===== src/design/crth_pkg.sv =====
`timescale 1ns / 1ps
// ----------------------------------------------------------------------------
// crth_pkg
// Shared types and constants for the closest ray/triangle hit block.
// ----------------------------------------------------------------------------
package crth_pkg;

    localparam int FRAC_BITS    = 16;
    localparam int FACE_ID_BITS = 20;
    localparam int WIDE         = 128;
    localparam int QBITS        = 64;
    localparam int NSTEP        = 25;

    localparam logic [2:0] REG_ORG_X = 3'd0;
    localparam logic [2:0] REG_ORG_Y = 3'd1;
    localparam logic [2:0] REG_ORG_Z = 3'd2;
    localparam logic [2:0] REG_DIR_X = 3'd3;
    localparam logic [2:0] REG_DIR_Y = 3'd4;
    localparam logic [2:0] REG_DIR_Z = 3'd5;
    localparam logic [2:0] REG_EPS   = 3'd6;
    localparam logic [2:0] REG_SELF  = 3'd7;

    typedef enum logic [3:0] {
        ST_IDLE,
        ST_MUL,
        ST_CHECK,
        ST_DIV,
        ST_UPDATE,
        ST_OUT
    } state_t;

    typedef struct packed {
        logic start;
        logic busy;
        logic done;
    } div_ctl_t;

endpackage


===== src/design/crth_divider.sv =====
`timescale 1ns / 1ps
// ----------------------------------------------------------------------------
// crth_divider
// Restoring divider, one quotient bit per cycle; low QBITS bits plus overflow.
// ----------------------------------------------------------------------------
module crth_divider
    import crth_pkg::*;
(
    input  logic              clk,
    input  logic              rst_n,
    input  logic              start,
    input  logic [WIDE-1:0]   num,
    input  logic [WIDE-1:0]   den,
    output div_ctl_t          ctl,
    output logic [QBITS:0]    quo
);

    logic [WIDE-1:0] num_reg, num_next;
    logic [WIDE:0]   rem_reg, rem_next;
    logic [QBITS:0]  quo_reg, quo_next;
    logic            ovf_reg, ovf_next;
    logic [7:0]      cnt_reg, cnt_next;
    logic            busy_reg, busy_next;
    logic            done_reg, done_next;
    logic [WIDE:0]   shifted;
    logic [WIDE:0]   diff;

    always_comb
    begin
        num_next  = num_reg;
        rem_next  = rem_reg;
        quo_next  = quo_reg;
        ovf_next  = ovf_reg;
        cnt_next  = cnt_reg;
        busy_next = busy_reg;
        done_next = 1'b0;
        shifted   = {rem_reg[WIDE-1:0], num_reg[WIDE-1]};
        diff      = shifted - {1'b0, den};
        if (start)
        begin
            num_next  = num;
            rem_next  = '0;
            quo_next  = '0;
            ovf_next  = 1'b0;
            cnt_next  = 8'(WIDE);
            busy_next = 1'b1;
        end
        else if (busy_reg)
        begin
            num_next = {num_reg[WIDE-2:0], 1'b0};
            // quotient bits above QBITS fold into a sticky overflow
            ovf_next = ovf_reg | quo_reg[QBITS];
            if (!diff[WIDE])
            begin
                rem_next = diff;
                quo_next = {quo_reg[QBITS-1:0], 1'b1};
            end
            else
            begin
                rem_next = shifted;
                quo_next = {quo_reg[QBITS-1:0], 1'b0};
            end
            cnt_next = cnt_reg - 8'd1;
            if (cnt_reg == 8'd1)
            begin
                busy_next = 1'b0;
                done_next = 1'b1;
            end
        end
    end

    always_ff @(posedge clk or negedge rst_n)
    begin
        if (!rst_n)
        begin
            cnt_reg  <= '0;
            busy_reg <= 1'b0;
            done_reg <= 1'b0;
        end
        else
        begin
            cnt_reg  <= cnt_next;
            busy_reg <= busy_next;
            done_reg <= done_next;
        end
    end

    always_ff @(posedge clk)
    begin
        num_reg <= num_next;
        rem_reg <= rem_next;
        quo_reg <= quo_next;
        ovf_reg <= ovf_next;
    end

    assign ctl.start = start;
    assign ctl.busy  = busy_reg;
    assign ctl.done  = done_reg;
    assign quo       = {ovf_reg | quo_reg[QBITS], quo_reg[QBITS-1:0]};

endmodule


===== config.mk =====
export PLATFORM = sky130hd
export DESIGN_NAME = crth_divider
export DESIGN_NICKNAME = d
export VERILOG_FILES = /design/src/design/crth_pkg.sv /design/src/design/crth_divider.sv
export SDC_FILE = /design/constraint.sdc
export NUM_CORES = 1
export LEC_CHECK = 0
export ABC_AREA = 1
export BUFFER_PORTS_ARGS = -buffer_cell sky130_fd_sc_hd__buf_2
export CAP_MARGIN = 10
export CORE_ASPECT_RATIO = 1.2
export CORE_UTILIZATION = 55
export CTS_CLUSTER_SIZE = 14
export DETAILED_ROUTE_END_ITERATION = 7
export GPL_ROUTABILITY_DRIVEN = 0
export MAX_ROUTING_LAYER = met4
export PLACE_DENSITY_LB_ADDON = 0.05
export SLEW_MARGIN = 20
export SYNTH_ARGS = -nofsm -noshare
export SYNTH_HDL_FRONTEND = slang
export SYNTH_SLANG_ARGS = --single-unit
export TNS_END_PERCENT = 5

===== constraint.sdc =====
create_clock -name clk -period 5.15 [get_ports clk]
set_input_delay 0.515 -clock clk [delete_from_list [all_inputs] [get_ports clk]]
set_output_delay 0.515 -clock clk [all_outputs]
set_load 0.01 [all_outputs]

== After elaboration in Yosys (flattened, before gate mapping) ==
Cells that the tools add are included.

* Flip-flop bits (word level): 332
* Word-level logic and storage cells: 24
* Output and inout port bits: 68

* $add $sub $neg: 2
* Reductions and logical operators: 1
* Bitwise gates (word level): 1
* Eq/ne operators: 1
* Multiplexer cells: 12

{| class="wikitable"
|+ Operators by type and width
! kind !! number
|-
| 2-to-1 mux 128 bit || 3
|-
| subtractor 129 x 128 -> 129 bit || 1
|-
| 2-to-1 mux 8 bit || 2
|-
| equality test 8 x 1 -> 1 bit (second input constant) || 1
|-
| subtractor 8 x 1 -> 8 bit (second input constant) || 1
|-
| 2-to-1 mux 1 bit || 7
|-
| nonzero test 2 bit || 1
|-
| OR 1 bit || 1
|}

== Logic depth before layout (Yosys ltp) ==
Gate-level depths: netlist (run 1).

* Depth in word-level cells: 4
* Depth in mapped cells: 24

== Worst setup path after synthesis (run 1) ==
Ideal clock, no wire load.

* Kind: input -> register
* From: input port start
* To: register num_reg[0], enable pin
* Cell stages on the path: 4
* Setup slack: -0.025 ns
* Data arrival time: 4.631 ns
* Path through: clkbuf_1 > nor2_1 > inv_2 > clkbuf_1

* Word-level cells in the longest chain between the ends: 1

{| class="wikitable"
|+ RTL lines
! item !! line !! source
|-
| from (decl) || crth_divider.sv:11 || <nowiki>input logic start,</nowiki>
|-
| nonzero test 2 bit (no line) || n/a ||
|-
| to (signal assigned) || crth_divider.sv:90 || <nowiki>num_reg <= num_next;</nowiki>
|-
| to (decl) || crth_divider.sv:18 || <nowiki>logic [WIDE-1:0] num_reg, num_next;</nowiki>
|}

Every way passes these cells.
A chain may end at the register's enable or synchronous reset.

== Final worst setup path (run 1) ==
* From: register rem_reg[104]
* To: register rem_reg[117]

* Word-level cells in the longest chain between the ends: 2

{| class="wikitable"
|+ RTL lines
! item !! line !! source
|-
| from (decl) || crth_divider.sv:19 || <nowiki>logic [WIDE:0] rem_reg, rem_next;</nowiki>
|-
| from (signal assigned) || crth_divider.sv:91 || <nowiki>rem_reg <= rem_next;</nowiki>
|-
| subtractor 129 x 128 -> 129 bit || crth_divider.sv:38 || <nowiki>diff = shifted - {1'b0, den};</nowiki>
|-
| 2-to-1 mux 128 bit || crth_divider.sv:53 || <nowiki>if (!diff[WIDE])</nowiki>
|}

Every way passes these cells.

==> summary.md, run 1 <==
| Metric | Value |
|---|---|
| Dpl cells | 5902 |
| Width of the chip | 210 um |
| Violated checks | design-rule violations |
| Crit-path max FO | 46 |
| WL/cell | 16.9 um |
| Leading area contributor after synthesis | nand2_1 |
| Hold crit path type | in2reg |
| CTS buffer count | 39 |
| Commonest non-fill, non-tap cell in the layout | nand2_1 |
| Most frequent cells in the layout | 2398 x nand2_1, 1032 x inv_1, 325 x buf_2 |
| Worst reg2reg setup slack | 1150 ps |
| Fin. max-slew vios | 0 |
| Vias in the first global route | 28300 |
| Startpoint types | register |
| Tcrit/Tclk final | 0.777 |
| Post-synth ARST share | 0.0301 |
| Hold Startpoint | num[55] |
| DR vias | 30300 |
| R2R Path Start | rem_reg[104] |
| Hold path depth | 3 |
| H-tree depth | 2 |
| DP HPWL | 78500 um |
| Clock tree sinks | 332 |
| Row cnt | 91 |
| Global-route wire length before repair | 153000 um |
| Overflow after GRT | 0 |
| WP data required | 5670 ps |
| # port buffers | 326 |
| Layout cell share with drive strength beyond 1 | 0.0857 |
| EDFF count, synth | 128 |
| Final hold violation count | 0 |
| F_max | 250 MHz |
| IO Pins | 327 |
| Post-CTS setup buffer count | 0 |
| Post-Synthesis Cells | 5031 |
| Fillers | 5379 |
| Setup Viol. Count Final | 0 |
| Type of the worst setup path | reg2reg |
| Status | complete, but fails checks |
| Ys Warns | 0 |
| Share of the synthesized area in the top cell type | 0.315 |
| Vias per inst | 5.06 |
| Clock skew | 38.3 ps |
| Layout net count | 5637 |
| Synth Cell Area | 28500 sq um |
| Worst-path clk slew | 60 ps |
| Syn_nets | 5421 |
| Worst EP arrival | 4520 ps |
| DR DRC count | 1 |
| Total die area | 52800 sq um |
| Headroom to the max-slew limit | 0.354 |
| Wire length after detailed routing | 101000 um |
| Initial drt markers | 2835 |
| Avg Cell Area, Syn | 5.67 sq um |
| Max IR drop VDD | 0.281 mV |
| Maximum capacitance violations | 0 |
| Hold Path Sink | num_reg[55] |
| Post-route ant nets | 0 |
| Initial antenna violation count | 8 |
| Worst R2R End | rem_reg[117] |
| R2R cell count | 15 |
| Crit path time final | 4000 ps |
| Clock latency at the later pin of the worst-skew pair | 590 ps |
| PwrDens | 469 nW/um^2 |
| Router iterations before antenna repair | 8 |
| Crit. End Element | register |
| Core area | 51400 sq um |
| Setup TNS | 0 ps |
| Tot GR Track Use | 0.391 |
| CTS root buffer | clkbuf_16 |
| Ys flop type | dfxtp_1 |
| Largest net degree at the start of global routing | 112 |
| Non-filler instance count after layout | 5982 |
| Post-synthesis cell type count | 43 |
| Die H | 252 um |
| Area growth, synth to finish | 10.4% |
| Seq/Total Area, Yosys | 0.280 |
| Slew @ Worst Pin | 969 ps |
| Starting Density | 0.556 |
| FF+latch count, synth | 332 |
| TritonCTS clock tree | done |
| Pleak | 19.0 nW |
| Synth top area cells | nand2_1 32%, dfxtp_1 14%, inv_1 14%, edfxtp_1 13%, ha_1 5.7% |
| RSZ-0062 raised after global routing | no |
| Clock tree buffer depth | 3 |
worst max-delay path, cell delays in order (launching register included):
cell     delay [ps]
dfxtp_1         330
ha_1            430
nand2_1         150
nor2_1          280
inv_1           120
nor2_2          210
nand2_1         330
nor2_1          290
a21oi_4         110
nand2_4         100
nand2_4          80
nand2_4         450
nand2_1         680
nand2_1         220
nand2_1          80
nand2_1          60
worst max-delay path by stage:
stage,from,endpoint,depth (start not counted)
floorplan,start,num_reg[0],4
global placement,den[0],rem_reg[100],22
detailed placement,den[0],rem_reg[102],22
CTS,num_reg[127],rem_reg[107],22
global route,num_reg[127],rem_reg[113],22
finish,rem_reg[104],rem_reg[117],15
where the power goes:
part	switching (mW)	internal (mW)	leakage, nW
combinational	5.85	2.51	15.3
clock	1.16	1.57	0.617
sequential	0.384	3.29	3.11
total	7.40	7.36	19.0
synth_stat cells, types with 13 or more instances:
cell type	number
inv_1	1033
ha_1	130
buf_2	17
inv_2	17
o21bai_1	17
edfxtp_1	128
xor2_1	59
nand3_1	214
nand3b_1	13
o22ai_1	66
nand4_1	30
clkbuf_1	59
dfxtp_1	194
nor3_1	33
nand2_1	2398
buf_4	72
o21ai_0	39
a21oi_1	122
nor2_1	301
layout make-up:
class | count | area [sq um] | area share
diodes | 9 | 22.5 | 0.000715
clock buffers | 48 | 1060 | 0.0337
clock inverters | 22 | 175 | 0.00556
inverters | 1051 | 3950 | 0.126
multi-input cells | 3484 | 15700 | 0.497
flip-flops and latches | 332 | 7980 | 0.253
well taps | 697 | 872 | 0.0277
repair buffers | 339 | 1770 | 0.0563
per-layer routing:
| layer | GRT usage | vias up | share of wire |
|---|---|---|---|
| met3 | 0.119 | 440 | 0.11 |
| met5 | - | - | 0 |
| met4 | 0.298 | 0 | 0.090 |
| met1 | 0.414 | 13200 | 0.36 |
| li1 | - | 15400 | - |
| met2 | 0.614 | 1301 | 0.45 |
kinds of logic (layout without fill, tap and decap cells):
group / count (synthesis) / after routing / synth area share
buffers and inverters: 1215 / 1460 / 0.172
AO/OA/AOI/OAI: 250 / 250 / 0.0491
XOR/XNOR: 63 / 63 / 0.0193
flip-flops: 332 / 332 / 0.280
adder cells (fa/ha/maj): 131 / 131 / 0.0577
other: 0 / 9 / 0
AND/OR/NAND/NOR: 3040 / 3040 / 0.422
stage by stage:
stage | setup WS [ps] | util | hold WS, ps | cell area, sq um | power (mW)
5_1_grt | 884 | 0.613 | 201 | 31500 | 15.9
6_report | 1150 | 0.613 | 202 | 31500 | 14.8
3_5_place_dp | 1070 | 0.589 | 384 | 30200 | 11.7
2_1_floorplan | 2020 | - | 219 | 28500 | 9.48
3_3_place_gp | 1140 | 0.589 | 387 | 30200 | 11.7
4_1_cts | 1200 | 0.613 | 191 | 31500 | 14.5
what timing repair did:
item                      in CTS  in global routing
hold buffers                   1                  0
hold endpoints to repair      10                  0
resized for setup              0                  0
No activity file was read; power rests on OpenSTA's default activity.
==> run 2, diff against run 1 <==
--- a/config.mk
+++ b/config.mk
@@ -5,11 +5,11 @@
 export SDC_FILE = /design/constraint.sdc
 export NUM_CORES = 1
 export LEC_CHECK = 0
-export ABC_AREA = 1
+export ABC_AREA = 0
 export BUFFER_PORTS_ARGS = -buffer_cell sky130_fd_sc_hd__buf_2
 export CAP_MARGIN = 10
 export CORE_ASPECT_RATIO = 1.2
-export CORE_UTILIZATION = 55
+export CORE_UTILIZATION = 53
 export CTS_CLUSTER_SIZE = 14
 export DETAILED_ROUTE_END_ITERATION = 7
 export GPL_ROUTABILITY_DRIVEN = 0
==> constraint.sdc (replaced) <==
create_clock -name clk -period 3.22 [get_ports clk]
set_input_delay 0.322 -clock clk [delete_from_list [all_inputs] [get_ports clk]]
set_output_delay 0.322 -clock clk [all_outputs]
set_load 0.01 [all_outputs]
==> run 2 against run 1 <==
  * The flow finishes with violations (negative setup slack)
  * Die area down 17%
  * Sequential power rose by 63%
  * Count of clock-buffer cells in the layout grew 7
  * Largest power group unchanged
==> summary.md, run 2 <==
| Metric | Value |
|---|---|
| Most frequent cells in the layout | 621 x buf_4, 325 x buf_2, 294 x nand2_1 |
| CTS root buffer | clkbuf_16 |
| Leading area contributor after synthesis | dfxtp_1 |
| Ys flop type | dfxtp_1 |
| Max incr delay on CP | 360 ps (-320 ps) |
| TritonCTS clock tree | done |
| Slew @ Worst Pin | 790 ps (-179 ps) |
| Area growth, synth to finish | 37.0% |
| Share of the synthesized area in the top cell type | 0.171 (-0.145) |
| Die H | 229 um (-9.0%) |
| Core area | 42100 sq um (-18%) |
| Wire length after detailed routing | 71000 um (-30%) |
| Initial drt markers | 1235 (-56%) |
| Crit-path max FO | 32 (-30%) |
| Final hold violation count | 0 (unchanged) |
| DR DRC count | 0 (-1) |
| Overflow after GRT | 0 (unchanged) |
| Count leader, synth | nand2_1 |
| Vias per inst | 5.57 (+10%) |
| Violated checks | negative setup slack |
| Hold Path Sink | num_reg[39] |
| Router iterations before antenna repair | 6 (-2) |
| Ys Warns | 0 (unchanged) |
| Tcrit/Tclk final | 1.17 (+0.394) |
| RSZ-0062 raised after global routing | yes |
| Hold crit path type | in2reg |
| Post-synthesis cell type count | 78 (+81%) |
| Placement Setup Slack | -764 ps (-1830 ps) |
| Avg Cell Area, Syn | 8.49 sq um (+50%) |
| Layout cell share with drive strength beyond 1 | 0.371 (+0.286) |
| FF+latch count, synth | 332 (unchanged) |
| Headroom to the max-slew limit | 0.474 (+0.120) |
| IO Pins | 327 (unchanged) |
| Worst EP arrival | 4240 ps (-280 ps) |
| Clock tree buffer depth | 3 (unchanged) |
| Commonest non-fill, non-tap cell in the layout | buf_4 |
| Global-route wire length before repair | 113000 um (-27%) |
| Hold path depth | 2 (-1) |
| Status | complete, but fails checks |
| Critical Path Start | num_reg[127] |
| Hold Startpoint | num[39] |
| Type of the worst setup path | reg2reg |
| EDFF count, synth | 128 (unchanged) |
| Tot GR Track Use | 0.327 (-0.0648) |
| Total power | 26.0 mW (+76%) |
| Post-synth ARST share | 0.0301 (unchanged) |
| Seq/Total Area, Yosys | 0.351 (+0.0711) |
| # port buffers | 326 (unchanged) |
| Post-place instance area | 29100 sq um (-3.9%) |
| Initial antenna violation count | 6 (-2) |
| CTS buffer count | 38 (-2.6%) |
| Dpl cells | 3961 (-33%) |
| Maximum capacitance violations | 0 (unchanged) |
| R2R Path Start | num_reg[127] |
| Syn_nets | 3070 (-43%) |
| WL/cell | 17.5 um (+3.8%) |
| Pleak | 14.9 nW (-21%) |
| Worst reg2reg setup slack | -550 ps (-1700 ps) |
| Clock skew | 22.4 ps (-15.9 ps) |
| DR vias | 22600 (-25%) |
| Clock latency at the later pin of the worst-skew pair | 570 ps (-20 ps) |
| Clock tree sinks | 332 (unchanged) |
| Max IR drop VDD | 0.533 mV (+89%) |
| Crit. End Element | register |
| PwrDens | 833 nW/um^2 (+78%) |
| Setup Viol. Count Final | 129 (+129) |
| Post-route ant nets | 0 (unchanged) |
| Startpoint types | register |
| Layout net count | 3866 (-31%) |
| Vias in the first global route | 22900 (-19%) |
| H-tree depth | 2 (unchanged) |
| Final setup margin | -549 ps (-1700 ps) |
| Fin. max-slew vios | 0 (unchanged) |
| Largest net degree at the start of global routing | 127 (+13%) |
| WP data required | 3690 ps (-1980 ps) |
| Width of the chip | 191 um (-9.0%) |
| Critical path, cell by cell | inv_2 -> ha_4 -> fa_2 -> nor2b_2 -> o211ai_1 -> a21oi_2 -> nor2_2 -> o211ai_2 -> a32oi_2 -> o21ai_2 -> a31o_2 -> a311oi_4 -> buf_12 -> xor2_4 -> buf_12 -> buf_16 -> nand2_1 -> a311oi_2 |
| Crit path time final | 3770 ps (-232 ps) |
| Total die area | 43800 sq um (-17%) |
| Most frequent CP cell | buf_12 |
| Synth Cell Area | 22800 sq um (-20%) |
| Worst R2R End | rem_reg[78] |
| Row cnt | 82 (-9.9%) |
| R2R cell count | 18 (+3) |
| Starting Density | 0.541 (-0.0149) |
| F_max | 265 MHz (+6.1%) |
| Post-Synthesis Cells | 2680 (-47%) |
| Worst-path clk slew | 60 ps (about the same) |
| Synth top area cells | dfxtp_1 17%, edfxtp_1 17%, ha_1 7.1%, mux2_2 6.3%, nand2_1 5.0% |
| Critical path's slowest cell | edfxtp_1 |
| DP HPWL | 52800 um (-33%) |
| Non-filler instance count after layout | 4058 (-32%) |
| Top cells by count, synth | 304 x nand2_1, 287 x nor2_1, 216 x a21oi_1 |
| Design Area, Final | 31200 sq um (-0.99%) |
[run 2: cell types whose count changed after synthesis, sizes merged, moves of 93 or more]
| cell | previous run | this run |
|---|---|---|
| o21ai | 39 | 141 |
| mux2 | 0 | 128 |
| nand3 | 215 | 17 |
| nand2 | 2413 | 304 |
| a21oi | 124 | 217 |
| inv | 1050 | 163 |
[run 2: cells by family after synthesis]
kind of cell,share of synthesized area
flops,0.351
buf+inv,0.0770
xor+xnor,0.0476
compound gates,0.204
fa+ha+maj,0.0724
simple gates,0.154
mux,0.0946
[run 2: timing repair]
| item | 4_1_cts | 5_1_grt |
|---|---|---|
| setup buffers | 7 | 10 |
| pin swaps | 31 | 47 |
| endpoints found under the hold margin | 10 | 0 |
| gates resized for setup | 57 | 81 |
| hold buffers | 1 | 0 |
| endpoints found under the setup margin | 129 | 129 |
| cloned | 5 | 0 |
[run 2: stage by stage]
| step | util | hold WS (ps) | setup TNS, ps |
|---|---|---|---|
| finish | 0.741 | 61.4 | -55140 |
| global route | 0.741 | 55.4 | -72490 |
| floorplan | - | 26.4 | -2910 |
| CTS | 0.732 | 38.4 | -66510 |
| global placement | 0.691 | 185 | -75620 |
| detailed placement | 0.691 | 197 | -87090 |
[run 2: worst max path at each step]
stage | end | slack, ps | depth (start not counted)
floorplan | rem_reg[114] | -50 | 16
global placement | rem_reg[127] | -730 | 19
detailed placement | rem_reg[19] | -760 | 17
CTS | rem_reg[83] | -630 | 19
global route | rem_reg[78] | -710 | 17
finish | rem_reg[78] | -550 | 18
[run 2: report_power, final]
part           switching (mW)  internal, mW  total, mW
Sequential              0.632          5.36       5.99
Combinational            7.57          7.77       15.3
Clock                    1.84          2.81       4.65
Total                    10.0          15.9       26.0
[run 2: routing by layer]
metal / track usage / vias up / share of wire
met5: - / - / 0
met4: 0.157 / 0 / 0.050
met3: 0.0349 / 196 / 0.046
met2: 0.561 / 674 / 0.50
met1: 0.376 / 10600 / 0.41
li1: - / 11100 / -
[run 2: final cells by class]
cell class / instances / area (sq um)
multi-input cells: 1964 / 13700
fillers: 3282 / 10900
flip-flops and latches: 332 / 7980
repair buffers: 977 / 6880
clock buffers: 55 / 1070
well taps: 546 / 683
inverters: 163 / 623
clock inverters: 15 / 255
diodes: 6 / 15.0
[run 2: worst max-delay path, delay by kind of cell (launching register included)]
family	cells	cell delay, ps
AOI/OAI and AO/OA	8	1620
buffers and inverters	4	620
adders and majority gates	2	500
DFF	1	360
and+or+nand+nor	3	320
xor gates and xnor gates	1	220
==> run 3, diff against run 2 <==
--- a/config.mk
+++ b/config.mk
@@ -6,12 +6,12 @@
 export NUM_CORES = 1
 export LEC_CHECK = 0
 export ABC_AREA = 0
-export BUFFER_PORTS_ARGS = -buffer_cell sky130_fd_sc_hd__buf_2
 export CAP_MARGIN = 10
 export CORE_ASPECT_RATIO = 1.2
-export CORE_UTILIZATION = 53
+export CORE_UTILIZATION = 35
 export CTS_CLUSTER_SIZE = 14
 export DETAILED_ROUTE_END_ITERATION = 7
+export DONT_BUFFER_PORTS = 1
 export GPL_ROUTABILITY_DRIVEN = 0
 export MAX_ROUTING_LAYER = met4
 export PLACE_DENSITY_LB_ADDON = 0.05
==> run 3 against run 2 <==
  * Maximum frequency down 3.5%
  * Final area up 2.5%
  * Final cell count up 4.3%
  * Critical path depth up 2
  * Register-to-register slack worse by 140 ps
  * Core utilization down 25 points
  * Die area up 51%
  * Critical endpoint is now rem_reg[35]
  * Critical path type unchanged
  * The flow finishes with violations (negative hold slack, negative setup slack)
  * Sequential share of layout area down 0.63 points
  * Global-route usage down 9.6 points
  * Clock skew up 4.2 ps
  * Sequential cell count unchanged
  * Setup slack worse by 140 ps
==> summary.md, run 3 (synthesis results as in run 2) <==
| Metric | Value |
|---|---|
| Clock skew | 26.6 ps (+4.21 ps) |
| CTS buffer count | 41 (+7.9%) |
| Tcrit/Tclk final | 1.21 (+0.0426) |
| Die H | 281 um (+23%) |
| DR DRC count | 0 (unchanged) |
| PwrDens | 821 nW/um^2 (-1.4%) |
| Type of the worst setup path | reg2reg |
| H-tree depth | 2 (unchanged) |
| Area growth, synth to finish | 40.5% |
| Tot GR Track Use | 0.231 (-0.0956) |
| Setup Viol. Count Final | 129 (unchanged) |
| Clock tree buffer depth | 3 (unchanged) |
| Slew @ Worst Pin | 846 ps (+56.0 ps) |
| Maximum capacitance violations | 0 (unchanged) |
| FF/Latch Area | 7980 sq um (unchanged) |
| DR vias | 21800 (-3.5%) |
| Total die area | 66000 sq um (+51%) |
| Most frequent cells in the layout | 628 x buf_4, 297 x nand2_1, 282 x nor2_1 |
| Pleak | 14.6 nW (-2.2%) |
| Final setup margin | -686 ps (-137 ps) |
| DP HPWL | 57500 um (+8.9%) |
| TritonCTS clock tree | done |
| Total power | 26.2 mW (+1.0%) |
| Design Area, Final | 32000 sq um (+2.5%) |
| Overflow after GRT | 0 (unchanged) |
| Fin. max-slew vios | 0 (unchanged) |
| Area of the multi-input gates | 13600 sq um (-0.32%) |
| Crit-path max FO | 8 (-75%) |
| R2R cell count | 20 (+2) |
| Vias per inst | 5.15 (-7.5%) |
| WL/cell | 18.1 um (+3.6%) |
| Crit path time final | 3910 ps (+137 ps) |
| Layout cell share with drive strength beyond 1 | 0.288 (-0.0835) |
| Largest net degree at the start of global routing | 316 (+150%) |
| Post-place instance area | 27800 sq um (-4.2%) |
| CTS root buffer | clkbuf_16 |
| Layout net count | 3754 (-2.9%) |
| Initial antenna violation count | 7 (+1) |
| Commonest non-fill, non-tap cell in the layout | buf_4 |
| Fillers | 6277 (+91%) |
| Final hold violation count | 1 (+1) |
| WP data required | 3620 ps (-70 ps) |
| Router iterations before antenna repair | 5 (-1) |
| Worst EP arrival | 4310 ps (+70 ps) |
| Worst hold slack | -5.85 ps (-67.3 ps) |
| Clock latency at the later pin of the worst-skew pair | 580 ps (about the same) |
| Violated checks | negative hold slack, negative setup slack |
| Post-route ant nets | 0 (unchanged) |
| Global-route wire length before repair | 118000 um (+5.3%) |
| Core area | 64400 sq um (+53%) |
| Status | complete, but fails checks |
| Headroom to the max-slew limit | 0.436 (-0.0373) |
| RSZ-0062 raised after global routing | yes |
| # port buffers | 0 (-100%) |
| Worst-path clk slew | 60 ps (about the same) |
| IO Pins | 327 (unchanged) |
| Initial drt markers | 1237 (+0.16%) |
| Hold_buf cts | 202 (+201) |
| Startpoint types | register |
| Hold crit path type | in2reg |
| Wire length after detailed routing | 76700 um (+8.1%) |
| Setup TNS | -68490 ps (-13350 ps) |
| F_max | 256 MHz (-3.5%) |
| Row cnt | 102 (+24%) |
| Max IR drop VDD | 0.414 mV (-22%) |
| Crit. End Element | register |
| Width of the chip | 235 um (+23%) |
| Hold path depth | 1 (-1) |
| Vias in the first global route | 22200 (-3.2%) |
| Clock tree sinks | 332 (unchanged) |
| Starting Density | 0.353 (-0.188) |
run 3: cell types whose count changed in the layout (fill, tap and decap cells not counted), sizes merged, moves of 2 or more:
cell,change
dlygate4sd3,+201
inv,-3
clkinv,+4
clkbuf,+3
bufinv,-2
buf,-315
run 3: final cells by class:
cell class                      instances  share of cell area
Antenna cell                            7            0.000548
Clock buffer                           58              0.0363
Clock inverter                         15             0.00646
Inverter                              163              0.0195
Multi-Input combinational cell       1964               0.427
Sequential cell                       332               0.250
Tap cell                              832              0.0326
Timing Repair Buffer                  862               0.228
run 3: stage by stage:
step	cells	util	worst slack, ps
6_report	4233	0.496	-686
3_5_place_dp	3936	0.432	-888
3_3_place_gp	3936	0.432	-819
2_1_floorplan	2680	-	-52.1
5_1_grt	4233	0.496	-888
4_1_cts	4222	0.490	-781
run 3: power by group:
part	leakage [nW]	internal, mW	switching [mW]
Sequential	3.05	5.36	0.626
Clock	0.666	2.85	1.93
Combinational	10.9	7.90	7.59
Total	14.6	16.1	10.1
run 3: path summary, 6_finish.rpt:
check / slack [ps] / to / start
max: -690 / rem_reg[35] / num_reg[127]
min: -6 / num_reg[14] / start
max reg2reg: -690 / rem_reg[35] / num_reg[127]
min reg2reg: 510 / rem_reg[100] / rem_reg[100]
max in group asynchronous: 2710 / busy_reg / rst_n
min in group asynchronous: 150 / cnt_reg[1] / rst_n
run 3: what timing repair did:
| item | 4_1_cts | 5_1_grt |
|---|---|---|
| gates cloned | 4 | 0 |
| endpoints found under the hold margin | 318 | 107 |
| gates resized for setup | 63 | 79 |
| pin swaps | 43 | 22 |
| setup endpoints to repair | 129 | 129 |
| buffers inserted | 7 | 4 |
run 3: worst max-delay path, stage by stage, from the launching register on:
cell and delay, ps:
edfxtp_1 430, inv_1 80, ha_2 180, fa_2 230, nor2b_4 50, o211ai_1 300, a21oi_2 120, nor2_2 150
o211ai_2 140, a32oi_2 260, o21ai_2 130, a31o_2 290, a311oi_4 240, buf_6 160, xor2_4 220, buf_8 180
buf_6 110, buf_12 130, nor2_1 50, a21oi_1 150, a211oi_1 100
run 3: metal layers:
metal | global-route usage | wire length [um]
met1 | 0.267 | 33000
met2 | 0.408 | 38600
met3 | 0.0375 | 2990
met4 | 0.0705 | 2070
met5 | - | 0
